===== config.mk =====
export PLATFORM = sky130hd
export DESIGN_NAME = conv_tap_gather_address_generator
export DESIGN_NICKNAME = d
export VERILOG_FILES = /design/src/sv/ctga_pkg.sv /design/src/sv/ctga_ctrl.sv /design/src/sv/ctga_datapath.sv /design/src/sv/conv_tap_gather_address_generator.sv
export SDC_FILE = /design/constraint.sdc
export NUM_CORES = 2
export LEC_CHECK = 0
export BUFFER_PORTS_ARGS = -buffer_cell sky130_fd_sc_hd__buf_2
export CAP_MARGIN = 20
export CORE_MARGIN = 5
export CORE_UTILIZATION = 57
export CTS_CLUSTER_SIZE = 24
export DETAILED_ROUTE_END_ITERATION = 10
export PLACE_DENSITY = 0.78
export SETUP_SLACK_MARGIN = 0.3
export SLEW_MARGIN = 20
export SYNTH_ARGS = -nofsm -noshare
export SYNTH_HDL_FRONTEND = slang
export SYNTH_SLANG_ARGS = --single-unit

===== constraint.sdc =====
create_clock -name clock -period 4.97 [get_ports clock]
set_input_delay 0.497 -clock clock [delete_from_list [all_inputs] [get_ports clock]]
set_output_delay 0.497 -clock clock [all_outputs]
set_load 0.01 [all_outputs]

===== src/sv/ctga_pkg.sv =====
// Shared types and constants for the convolution tap gather address generator.
// Used by the controller, the datapath, the top level and the port checker.
package ctga_pkg;

   // Output tile geometry
   localparam int TILE_SLOTS = 32;
   localparam int SLOT_W     = $clog2(TILE_SLOTS);

   // Field widths
   localparam int ADDR_W     = 32;
   localparam int TAP_W      = 8;
   localparam int CSR_IDX_W  = 3;
   localparam int CSR_DATA_W = 32;

   // Stream payload widths, padded to whole bytes
   localparam int REQ_TDATA_W = 64;
   localparam int RSP_FIELD_W = SLOT_W + ADDR_W;
   localparam int RSP_TDATA_W = ((RSP_FIELD_W + 7) / 8) * 8;
   localparam int RSP_PAD_W   = RSP_TDATA_W - RSP_FIELD_W;

   // Last slot index of a tile
   localparam logic [SLOT_W-1:0] LAST_SLOT = SLOT_W'(TILE_SLOTS - 1);

   // Configuration register indexes
   typedef enum logic [CSR_IDX_W-1:0] {
      CSR_WRAP_Q_START = 3'd0,
      CSR_ROW_STEP     = 3'd1,
      CSR_COL_STEP     = 3'd2,
      CSR_COL_END      = 3'd3,
      CSR_TAP_ROW_STEP = 3'd4,
      CSR_TAP_COL_STEP = 3'd5,
      CSR_TAPS_R       = 3'd6,
      CSR_TAPS_S       = 3'd7
   } csr_index_type;

   // Controller states
   typedef enum logic {
      ST_IDLE = 1'b0,
      ST_WALK = 1'b1
   } state_type;

   // Controller to datapath commands
   typedef struct packed {
      logic load;    // latch a new request and set up its walk
      logic step;    // issue one slot into the output register
      logic finish;  // final slot: advance tap counters, and the tile base after the last tap
   } cmd_type;

   // Datapath to controller status
   typedef struct packed {
      logic last_slot;  // slot counter points at the final slot
      logic rsp_busy;   // output register holds a result not yet taken
   } status_type;

endpackage


===== src/sv/ctga_ctrl.sv =====
// Sequencer for the tap gather address generator: accepts one request,
// then steps the datapath through all tile slots. Depends on ctga_pkg.
module ctga_ctrl (
   input  logic                clock,
   input  logic                reset,
   input  logic                req_tvalid,
   input  logic                rsp_tready,
   input  ctga_pkg::status_type status,
   output logic                req_tready,
   output ctga_pkg::cmd_type   cmd
);

   ctga_pkg::state_type state_ff, state_in;

   // State register
   always_ff @(posedge clock) begin
      if (reset) begin
         state_ff <= ctga_pkg::ST_IDLE;
      end else begin
         state_ff <= state_in;
      end
   end

   // Next state and commands
   always_comb begin
      state_in   = state_ff;
      req_tready = 1'b0;
      cmd        = '0;
      case (state_ff)
         ctga_pkg::ST_IDLE: begin
            req_tready = 1'b1;
            if (req_tvalid) begin
               cmd.load = 1'b1;
               state_in = ctga_pkg::ST_WALK;
            end
         end
         ctga_pkg::ST_WALK: begin
            // issue a slot whenever the output register is free or draining
            if (!status.rsp_busy || rsp_tready) begin
               cmd.step = 1'b1;
               if (status.last_slot) begin
                  cmd.finish = 1'b1;
                  state_in   = ctga_pkg::ST_IDLE;
               end
            end
         end
         default: begin
            state_in = ctga_pkg::ST_IDLE;
         end
      endcase
   end

endmodule


===== src/sv/ctga_datapath.sv =====
// Datapath for the tap gather address generator: configuration registers,
// p/q walk, tap counters, tile base and the output register. Depends on ctga_pkg.
module ctga_datapath (
   input  logic                                  clock,
   input  logic                                  reset,
   input  logic                                  csr_we,
   input  logic [ctga_pkg::CSR_IDX_W-1:0]        csr_index,
   input  logic [ctga_pkg::CSR_DATA_W-1:0]       csr_wdata,
   input  logic [ctga_pkg::TILE_SLOTS-1:0]       valid_mask,
   input  logic                                  first_of_image,
   input  logic [ctga_pkg::ADDR_W-1:0]           image_start_p,
   input  ctga_pkg::cmd_type                     cmd,
   input  logic                                  rsp_tready,
   output ctga_pkg::status_type                  status,
   output logic                                  rsp_valid,
   output logic [ctga_pkg::SLOT_W-1:0]           rsp_slot,
   output logic                                  rsp_zero_fill,
   output logic [ctga_pkg::ADDR_W-1:0]           rsp_position,
   output logic                                  rsp_last
);

   // Configuration
   logic [ctga_pkg::ADDR_W-1:0] wrap_q_start_ff, row_step_ff, col_step_ff, col_end_ff;
   logic [ctga_pkg::ADDR_W-1:0] tap_row_step_ff, tap_col_step_ff;
   logic [ctga_pkg::TAP_W-1:0]  taps_r_ff, taps_s_ff;

   // Walk and tap state
   logic [ctga_pkg::TILE_SLOTS-1:0] mask_ff, mask_in;
   logic [ctga_pkg::SLOT_W-1:0]     slot_ff, slot_in;
   logic [ctga_pkg::ADDR_W-1:0]     p_ff, p_in, q_ff, q_in, tap_sum_ff, tap_sum_in;
   logic [ctga_pkg::ADDR_W-1:0]     base_p_ff, base_p_in, base_q_ff, base_q_in;
   logic [ctga_pkg::ADDR_W-1:0]     row_off_ff, row_off_in, col_off_ff, col_off_in;
   logic [ctga_pkg::TAP_W-1:0]      row_cnt_ff, row_cnt_in, col_cnt_ff, col_cnt_in;

   // Output register
   logic                        rsp_valid_ff, rsp_valid_in;
   logic [ctga_pkg::SLOT_W-1:0] rsp_slot_ff, rsp_slot_in;
   logic                        rsp_zero_ff, rsp_zero_in;
   logic [ctga_pkg::ADDR_W-1:0] rsp_pos_ff, rsp_pos_in;
   logic                        rsp_last_ff, rsp_last_in;

   // Per-slot arithmetic
   logic [ctga_pkg::ADDR_W-1:0] q_step;
   logic                        q_wrap;
   logic [ctga_pkg::TAP_W-1:0]  col_cnt_inc, row_cnt_inc;
   logic                        slot_on;

   // Configuration writes
   always_ff @(posedge clock) begin
      if (reset) begin
         wrap_q_start_ff <= '0;
         row_step_ff     <= '0;
         col_step_ff     <= ctga_pkg::ADDR_W'(1);
         col_end_ff      <= ctga_pkg::ADDR_W'(1);
         tap_row_step_ff <= '0;
         tap_col_step_ff <= '0;
         taps_r_ff       <= ctga_pkg::TAP_W'(1);
         taps_s_ff       <= ctga_pkg::TAP_W'(1);
      end else if (csr_we) begin
         case (ctga_pkg::csr_index_type'(csr_index))
            ctga_pkg::CSR_WRAP_Q_START: wrap_q_start_ff <= csr_wdata;
            ctga_pkg::CSR_ROW_STEP:     row_step_ff     <= csr_wdata;
            ctga_pkg::CSR_COL_STEP:     col_step_ff     <= csr_wdata;
            ctga_pkg::CSR_COL_END:      col_end_ff      <= csr_wdata;
            ctga_pkg::CSR_TAP_ROW_STEP: tap_row_step_ff <= csr_wdata;
            ctga_pkg::CSR_TAP_COL_STEP: tap_col_step_ff <= csr_wdata;
            ctga_pkg::CSR_TAPS_R:       taps_r_ff       <= csr_wdata[ctga_pkg::TAP_W-1:0];
            ctga_pkg::CSR_TAPS_S:       taps_s_ff       <= csr_wdata[ctga_pkg::TAP_W-1:0];
            default: ;
         endcase
      end
   end

   // Column step and wrap test
   assign q_step      = q_ff + col_step_ff;
   assign q_wrap      = (q_step >= col_end_ff);
   assign col_cnt_inc = col_cnt_ff + ctga_pkg::TAP_W'(1);
   assign row_cnt_inc = row_cnt_ff + ctga_pkg::TAP_W'(1);
   assign slot_on     = mask_ff[slot_ff];

   // Next-state logic
   always_comb begin
      mask_in      = mask_ff;
      slot_in      = slot_ff;
      p_in         = p_ff;
      q_in         = q_ff;
      tap_sum_in   = tap_sum_ff;
      base_p_in    = base_p_ff;
      base_q_in    = base_q_ff;
      row_off_in   = row_off_ff;
      col_off_in   = col_off_ff;
      row_cnt_in   = row_cnt_ff;
      col_cnt_in   = col_cnt_ff;
      rsp_valid_in = rsp_valid_ff && !rsp_tready;
      rsp_slot_in  = rsp_slot_ff;
      rsp_zero_in  = rsp_zero_ff;
      rsp_pos_in   = rsp_pos_ff;
      rsp_last_in  = rsp_last_ff;

      // new request: start of image reloads base and clears taps
      if (cmd.load) begin
         mask_in = valid_mask;
         slot_in = '0;
         if (first_of_image) begin
            base_p_in  = image_start_p;
            base_q_in  = wrap_q_start_ff;
            row_off_in = '0;
            col_off_in = '0;
            row_cnt_in = '0;
            col_cnt_in = '0;
            p_in       = image_start_p;
            q_in       = wrap_q_start_ff;
            tap_sum_in = '0;
         end else begin
            p_in       = base_p_ff;
            q_in       = base_q_ff;
            tap_sum_in = row_off_ff + col_off_ff;
         end
      end

      // issue one slot and advance the walk
      if (cmd.step) begin
         rsp_valid_in = 1'b1;
         rsp_slot_in  = slot_ff;
         rsp_zero_in  = !slot_on;
         rsp_pos_in   = slot_on ? (p_ff + q_ff + tap_sum_ff) : '0;
         rsp_last_in  = (slot_ff == ctga_pkg::LAST_SLOT);
         slot_in      = slot_ff + ctga_pkg::SLOT_W'(1);
         if (q_wrap) begin
            q_in = wrap_q_start_ff;
            p_in = p_ff + row_step_ff;
         end else begin
            q_in = q_step;
         end
      end

      // end of item: column tap first, then row tap, then tile base
      if (cmd.finish) begin
         col_cnt_in = col_cnt_inc;
         col_off_in = col_off_ff + tap_col_step_ff;
         if (col_cnt_inc >= taps_s_ff) begin
            col_cnt_in = '0;
            col_off_in = '0;
            row_cnt_in = row_cnt_inc;
            row_off_in = row_off_ff + tap_row_step_ff;
            if (row_cnt_inc >= taps_r_ff) begin
               row_cnt_in = '0;
               row_off_in = '0;
               base_p_in  = p_in;
               base_q_in  = q_in;
            end
         end
      end
   end

   // Control and tap state
   always_ff @(posedge clock) begin
      if (reset) begin
         rsp_valid_ff <= 1'b0;
         base_p_ff    <= '0;
         base_q_ff    <= '0;
         row_off_ff   <= '0;
         col_off_ff   <= '0;
         row_cnt_ff   <= '0;
         col_cnt_ff   <= '0;
         slot_ff      <= '0;
      end else begin
         rsp_valid_ff <= rsp_valid_in;
         base_p_ff    <= base_p_in;
         base_q_ff    <= base_q_in;
         row_off_ff   <= row_off_in;
         col_off_ff   <= col_off_in;
         row_cnt_ff   <= row_cnt_in;
         col_cnt_ff   <= col_cnt_in;
         slot_ff      <= slot_in;
      end
   end

   // Payload registers
   always_ff @(posedge clock) begin
      mask_ff     <= mask_in;
      p_ff        <= p_in;
      q_ff        <= q_in;
      tap_sum_ff  <= tap_sum_in;
      rsp_slot_ff <= rsp_slot_in;
      rsp_zero_ff <= rsp_zero_in;
      rsp_pos_ff  <= rsp_pos_in;
      rsp_last_ff <= rsp_last_in;
   end

   assign status.last_slot = (slot_ff == ctga_pkg::LAST_SLOT);
   assign status.rsp_busy  = rsp_valid_ff;
   assign rsp_valid        = rsp_valid_ff;
   assign rsp_slot         = rsp_slot_ff;
   assign rsp_zero_fill    = rsp_zero_ff;
   assign rsp_position     = rsp_pos_ff;
   assign rsp_last         = rsp_last_ff;

endmodule


===== src/sv/conv_tap_gather_address_generator.sv =====
// First result: the accept edge loads the walk registers; the first step registers slot 0 into
// the output register once it is free or draining. Throughput: 32 results per request, one
// per cycle while the response stream does not stall; a new request is taken only when idle.
// Reset: synchronous, active high; clears the slot counter, output valid, tap counters, tile base
// and controller state, and restores the register reset values. No clearing pass.
// Depends on ctga_pkg, ctga_ctrl, ctga_datapath.
module conv_tap_gather_address_generator (
   input  logic                                 clock,
   input  logic                                 reset,
   // request stream
   input  logic                                 req_tvalid,
   output logic                                 req_tready,
   input  logic [ctga_pkg::REQ_TDATA_W-1:0]     req_tdata,   // valid_mask[31:0], image_start_p[63:32]
   input  logic                                 req_tuser,   // first_of_image
   // response stream
   output logic                                 rsp_tvalid,
   input  logic                                 rsp_tready,
   output logic [ctga_pkg::RSP_TDATA_W-1:0]     rsp_tdata,   // slot[4:0], src_position[36:5], zero pad
   output logic                                 rsp_tuser,   // zero_fill
   output logic                                 rsp_tlast,   // last
   // configuration writes
   input  logic                                 csr_we,
   input  logic [ctga_pkg::CSR_IDX_W-1:0]       csr_index,
   input  logic [ctga_pkg::CSR_DATA_W-1:0]      csr_wdata
);

   ctga_pkg::cmd_type           cmd;
   ctga_pkg::status_type        status;
   logic [ctga_pkg::SLOT_W-1:0] rsp_slot;
   logic [ctga_pkg::ADDR_W-1:0] rsp_position;

   ctga_ctrl u_ctrl (
      .clock      (clock),
      .reset      (reset),
      .req_tvalid (req_tvalid),
      .rsp_tready (rsp_tready),
      .status     (status),
      .req_tready (req_tready),
      .cmd        (cmd)
   );

   ctga_datapath u_datapath (
      .clock          (clock),
      .reset          (reset),
      .csr_we         (csr_we),
      .csr_index      (csr_index),
      .csr_wdata      (csr_wdata),
      .valid_mask     (req_tdata[31:0]),
      .first_of_image (req_tuser),
      .image_start_p  (req_tdata[63:32]),
      .cmd            (cmd),
      .rsp_tready     (rsp_tready),
      .status         (status),
      .rsp_valid      (rsp_tvalid),
      .rsp_slot       (rsp_slot),
      .rsp_zero_fill  (rsp_tuser),
      .rsp_position   (rsp_position),
      .rsp_last       (rsp_tlast)
   );

   // pack response payload, lowest field first
   assign rsp_tdata = {{ctga_pkg::RSP_PAD_W{1'b0}}, rsp_position, rsp_slot};

endmodule


# [After elaboration in Yosys (flattened, before gate mapping)]
# Cells that the tools add are included.
[word_totals] in_bits=105 ram_bits=0 memories=0 wordCells=114 output_inout_bits=44 register_bits=526 latchBits=0 rom_bits=0
[op_classes] div=0 shifts=0 add_sub_neg=10 n_bitwise=1 n_lt_le_gt_ge=4 multipliers=0 n_reduce_logical=18 n_mux=48 n_eq_ne=8
[ops] cell="32-bit 2-to-1 mux" n=25
[ops] cell="32-bit adder" n=7
[ops] cell="8-bit 2-to-1 mux" n=9
[ops] cell="32-bit greater-or-equal comparator" n=1
[ops] cell="2-bit AND reduction" n=9
[ops] cell="8-bit by 1-bit adder with 8-bit output, second input constant" n=2
[ops] cell="8-bit greater-or-equal comparator" n=2
[ops] cell="3-bit equality test, second input constant" n=4
[ops] cell="5-bit 2-to-1 mux" n=2
[ops] cell="1-bit 2-to-1 mux" n=8
[ops] cell="3-bit by 2-bit equality test with 1-bit output, second input constant" n=2
[ops] cell="5-bit by 6-bit less-than comparator with 1-bit output, second input constant" n=1
[ops] cell="2-bit nonzero test" n=3
[ops] cell="5-bit by 1-bit adder with 5-bit output, second input constant" n=1
[ops] cell="1-bit binary-select mux with 5-bit select" n=1
[ops] cell="5-bit equality test, second input constant" n=1
[ops] cell="2-bit 2-to-1 mux" n=2
[ops] cell="3-bit by 1-bit equality test with 1-bit output, second input constant" n=1
[ops] cell="1-bit zero test" n=3
[ops] cell="3-bit zero test" n=1
[ops] cell="1-bit case mux with 2 select lines" n=1
[ops] cell="1-bit logical AND" n=1
[ops] cell="1-bit logical OR" n=1
[ops] cell="1-bit inverter" n=1

# [Depth between registers and ports, before layout]
[logic_depth] word_depth=8 mapped_depth=23 depth_no_buf=21

# [Modules after synthesis]
# Synthesis repeated with hierarchy kept, for this count alone.
[hier_totals] cells_unflattened=3725 area_unflattened_um2=31405.1
[modules_own_cells] module="ctga_datapath" instances=1 cells_each=3713 area_per_inst_um2=31305.0
[modules_own_cells] module="ctga_ctrl" instances=1 cells_each=8 area_per_inst_um2=73.8
[modules_own_cells] module="conv_tap_gather_address_generator" instances=1 cells_each=4 area_per_inst_um2=26.3

# [Least setup slack after synthesis]
# No wires, ideal clock.
[synth_path] path_type="register -> register" from="register u_datapath.q_ff[0] in the netlist's numbering" to="register u_datapath.base_q_ff[23] in the netlist's numbering" path_stages_with_launch=23 n_path_buf=2 t_required_ns=4.854 arrival_ns=4.699 setup_slack_ns=0.155 path_cell_list="dfxtp_1 -> ha_1 -> fa_1 -> a211oi_1 -> o21ai_0 -> a41oi_1 -> a21oi_1 -> a211oi_1 -> o221ai_1 -> a21oi_1 -> xnor2_1 -> ha_1 -> nand2_1 -> nor2_1 -> a211o_1 -> nor4_1 -> o211a_1 -> or3_1 -> buf_4 -> nand2_1 -> buf_2 -> a221o_1 -> o211a_1"
[synth_between] elab_chain_len=7
[synth_lines] item="from (decl)" line_no="ctga_datapath.sv:30" source="logic [ctga_pkg::ADDR_W-1:0] p_ff, p_in, q_ff, q_in, tap_sum_ff, tap_sum_in;"
[synth_lines] item="from (signal assigned)" line_no="ctga_datapath.sv:183" source="q_ff <= q_in;"
[synth_lines] item="32-bit adder *" line_no="ctga_datapath.sv:75" source="assign q_step = q_ff + col_step_ff;"
[synth_lines] item="32-bit greater-or-equal comparator" line_no="ctga_datapath.sv:76" source="assign q_wrap = (q_step >= col_end_ff);"
[synth_lines] item="32-bit 2-to-1 mux *" line_no="ctga_datapath.sv:129" source="if (q_wrap) begin"
[synth_lines] item="32-bit 2-to-1 mux *" line_no="ctga_datapath.sv:122" source="if (cmd.step) begin"
[synth_lines] item="net u_datapath.q_in, one bit" line_no="ctga_datapath.sv:30"
[synth_lines] item="32-bit 2-to-1 mux *" line_no="ctga_datapath.sv:146" source="if (row_cnt_inc >= taps_r_ff) begin"
[synth_lines] item="32-bit 2-to-1 mux *" line_no="ctga_datapath.sv:141" source="if (col_cnt_inc >= taps_s_ff) begin"
[synth_lines] item="32-bit 2-to-1 mux *" line_no="ctga_datapath.sv:138" source="if (cmd.finish) begin"
[synth_lines] item="to (signal assigned)" line_no="ctga_datapath.sv:170" source="base_q_ff <= base_q_in;"
[synth_lines] item="to (decl)" line_no="ctga_datapath.sv:31" source="logic [ctga_pkg::ADDR_W-1:0] base_p_ff, base_p_in, base_q_ff, base_q_in;"
# The timed path passes the listed nets; every way through them passes the cells marked *.
# A chain may end at the register's enable or synchronous reset.

# [Final worst setup path]
[layout_path] from="register u_datapath.q_ff[0] in the netlist's numbering" to="register u_datapath.base_q_ff[21] in the netlist's numbering"
# Same word-level chain as after synthesis.

==> impl_metrics.toml <==
[outcome]
status = "completed"

[critical_path]
cp_slowest_cell = "fa_2"
critPathCaptureType = "flip-flop"
worstPathCellList = "ha_4 > fa_2 > a211oi_2 > o21ai_2 > a41oi_2 > a21oi_2 > a211oi_2 > o221ai_1 > a21oi_1 > xnor2_1 > ha_1 > nand2_2 > nor2_1 > a211o_1 > nor4_4 > o211a_1 > buf_6 > nor2_4 > buf_4 > buf_6 > a31oi_1 > a21bo_2 > nor2_1 > a311oi_1"
r2r_end = "u_datapath.base_q_ff[21]"
cp-start-kind = "flip-flop"
ff2ff_path_depth = 24
critical_path.top_delay_family = "compound AO/OA/AOI/OAI gates"
arrival_ps = 5310
critical_path_buf_inv_count = 3
worstSetupPathType = "flip-flop to flip-flop"
cp_data_required_time_ps = 5410
r2r-start = "u_datapath.q_ff[0]"
rrSetupSlack_ps = 110
path_max_fanout = 8
cpPeakStageDelay_ps = 360

[timing]
worstMarginPinSlew_ps = 1080
fmax_mhz = 206
maxSlewHeadroom_pct = 28.1
whs_ps = 60.6
fin_setup_tns_ps = 0
setup_viol = 0
hold_viol = 0
finalClockSkew_ps = 12.3
rsz0062_at_grt = "true"
slew_viol_final = 0
post-route-period-util_pct = 97.9
period_minus_slack_ps = 4860

[routing]
avgRoutedWirePerCell_um = 19.2
drtIter0Drc = 2230
firstDrtPassIters = 8
ant_nets = 0
drc = 0
wl_um = 86600
via_per_inst = 6.10
vias = 27500

[flow_run]
cap_viol_max_count = 0

[logic_synthesis]
syn_area_um2 = 30900
syn_inst = 3614
seq_area_frac_synth_pct = 37.5
synth_area_leaders = "dfxtp_1, edfxtp_1, ha_1"
async_flop_share_pct = 0
post_synth.cell_area_avg_um2 = 8.54
yosys.area.top_type = "dfxtp_1"
ys_ff_latch = 526
synth_edf_count = 103
synthDistinctLibCells = 85
yosys_warnings = 0
synth_top_area_share_pct = 27.4
synth_flop_cell = "dfxtp_1"

[global_route]
grt_usage_pct = 27.8
grt.overflow.total = 0
grt_max_degree = 122
grt_first_pass_wirelength_um = 136000
grt_pass1_vias = 25900
antenna_found_initial = 1

[worst_hold_path]
min_to = "u_datapath.mask_ff[2]"
min_path_type = "input pin to flip-flop"
hp-start = "req_tdata[2]"
whs_path_depth = 1

[floorplan]
die_y_um = 243
start_util_pct = 57.5
core-area_um2 = 53700
row_count = 85
die_w_um = 243
pin_count = 149
die_area_um2 = 58900

[final_layout]
area_growth_pct = 14.8
final_common_cell = "nand2_1"
antennaDiodeCount = 0
register_area_um2 = 11600
drive_above_1_share_pct = 12.5
final_cell_mix = "nand2_1, dfxtp_1, a21oi_1"
fill_cells = 4249
multiInputGateArea_um2 = 18600
fin_cells = 4507
nets = 4144

[clock_network]
hold_buffers = 0
cts_root_buf = "clkbuf_16"
cts_inserted_buffers = 55
cts_sinks = 526
cts_tree = "built"
clockBufferDepth = 3
clock_latency_ps = 610
cts.clk_slew.worst_paths_ps = 60
htreeDepth = 2

[pwr]
pwr_density_cell_nw_per_um2 = 416
vdd_drop_max_mv = 0.312
power.leakage_uw = 0.0149

[placed_design]
dpl.cell_count = 4361
gp_congestion = 1.02
port_buffers = 145
hpwl_um = 61200
[worst reg2reg max path, stage by stage (launching register included)]
cell and delay, ps:
dfxtp_2 340, ha_4 160, fa_2 360, a211oi_2 260, o21ai_2 130, a41oi_2 260
a21oi_2 120, a211oi_2 330, o221ai_1 150, a21oi_1 190, xnor2_1 180, ha_1 290
nand2_2 60, nor2_1 40, a211o_1 320, nor4_4 170, o211a_1 230, buf_6 120
nor2_4 80, buf_4 160, buf_6 100, a31oi_1 140, a21bo_2 250, nor2_1 170
a311oi_1 90
[stage by stage]
stage	util (%)	total power, µW	area, µm²	setup slack (ps)
after floorplan	-	8070	30900	309
after global placement	60.6	9290	32500	-189
after detailed placement	60.6	9390	32500	-322
after CTS	65.1	14300	34900	213
after global routing	66.0	15400	35400	-115
final	66.0	14700	35400	105
[report_power, final]
group | switching [µW] | internal (µW) | leakage [µW]
Sequential | 342 | 4770 | 0.00444
Combinational | 2840 | 2350 | 0.00949
Clock | 1750 | 2690 | 0.000961
[cell usage after synthesis (11+ instances only)]
| cell type | count |
|---|---|
| a21o_1 | 101 |
| a22o_1 | 31 |
| a22oi_1 | 46 |
| o21bai_1 | 17 |
| a311oi_1 | 46 |
| xnor2_1 | 102 |
| o211ai_1 | 34 |
| o21ai_0 | 123 |
| nand3_1 | 88 |
| fa_1 | 37 |
| a21oi_1 | 390 |
| inv_1 | 105 |
| nor2b_1 | 31 |
| clkbuf_1 | 146 |
| edfxtp_1 | 103 |
| a211oi_1 | 26 |
| nor3_1 | 40 |
| nor2_1 | 258 |
| o21a_1 | 30 |
| o21ai_1 | 24 |
| a211o_1 | 11 |
| xor2_1 | 69 |
| a221o_1 | 13 |
| and3_1 | 23 |
| o221ai_1 | 19 |
| nand2b_1 | 23 |
| nand4_1 | 23 |
| dfxtp_1 | 423 |
| mux2i_1 | 71 |
| buf_1 | 20 |
| a31oi_1 | 27 |
| ha_1 | 237 |
| nand2_1 | 694 |
[per-layer routing]
layer | GRT usage, % | wire length, µm | vias up
li1 | - | - | 13200
met1 | 37.7 | 36900 | 13000
met2 | 45.0 | 39100 | 1118
met3 | 5.47 | 7670 | 207
met4 | 9.68 | 2960 | 2
met5 | 0 | 7 | -
[worst max-delay path by stage]
stage	start	end	slack, ps	cells past startpoint
2_1_floorplan	u_datapath.q_ff[0]	u_datapath.base_q_ff[23]	310	22
3_3_place_gp	u_datapath.q_ff[0]	u_datapath.base_q_ff[29]	-190	21
3_5_place_dp	u_datapath.q_ff[0]	u_datapath.base_p_ff[9]	-320	23
4_1_cts	u_datapath.q_ff[1]	u_datapath.base_q_ff[29]	210	22
5_1_grt	u_datapath.q_ff[0]	u_datapath.base_q_ff[1]	-120	24
6_report	u_datapath.q_ff[0]	u_datapath.base_q_ff[21]	110	24
[area by class of cell]
cell class / instances / area share [%]
clock inverter: 22 / 0.855
tap: 696 / 2.46
multi-input combinational: 2796 / 52.4
sequential: 526 / 32.7
clock buffer: 81 / 4.71
inverter: 107 / 1.14
timing repair buffer: 279 / 5.74
[registers in the layout, indices dropped and copies added (netlist names), 8 cells and up]
signal / count
u_datapath.col_step_ff: 32
u_datapath.tap_sum_ff: 32
u_datapath.base_p_ff: 32
u_datapath.row_cnt_ff: 8
u_datapath.taps_s_ff: 8
u_datapath.row_off_ff: 32
u_datapath.mask_ff: 32
u_datapath.rsp_position: 32
u_datapath.wrap_q_start_ff: 32
u_datapath.col_cnt_ff: 8
u_datapath.col_end_ff: 32
u_datapath.tap_row_step_ff: 32
u_datapath.p_ff: 32
u_datapath.col_off_ff: 32
u_datapath.taps_r_ff: 8
u_datapath.base_q_ff: 32
u_datapath.tap_col_step_ff: 32
u_datapath.row_step_ff: 32
u_datapath.q_ff: 32
[logic make-up (layout without fill, tap and decap cells)]
group	count (synthesis)	count (layout)	synth area share, %
AOI/OAI and AO/OA	1033	1033	21.9
xor gates and xnor gates	171	171	4.85
adders and majority gates	274	274	12.0
buffers and inverters	294	489	3.70
DFF	526	526	37.5
muxes	81	81	3.03
other	1	3	0.0121
and+or+nand+nor	1234	1234	17.0
[repair_timing]
action,in CTS,in global routing
setup endpoints to repair,128,127
pin swaps,69,76
gates cloned,3,2
setup buffers,18,19
endpoints found under the hold margin,0,0
gates resized for setup,43,61
Note: power is estimated with default switching activity, not from simulation.
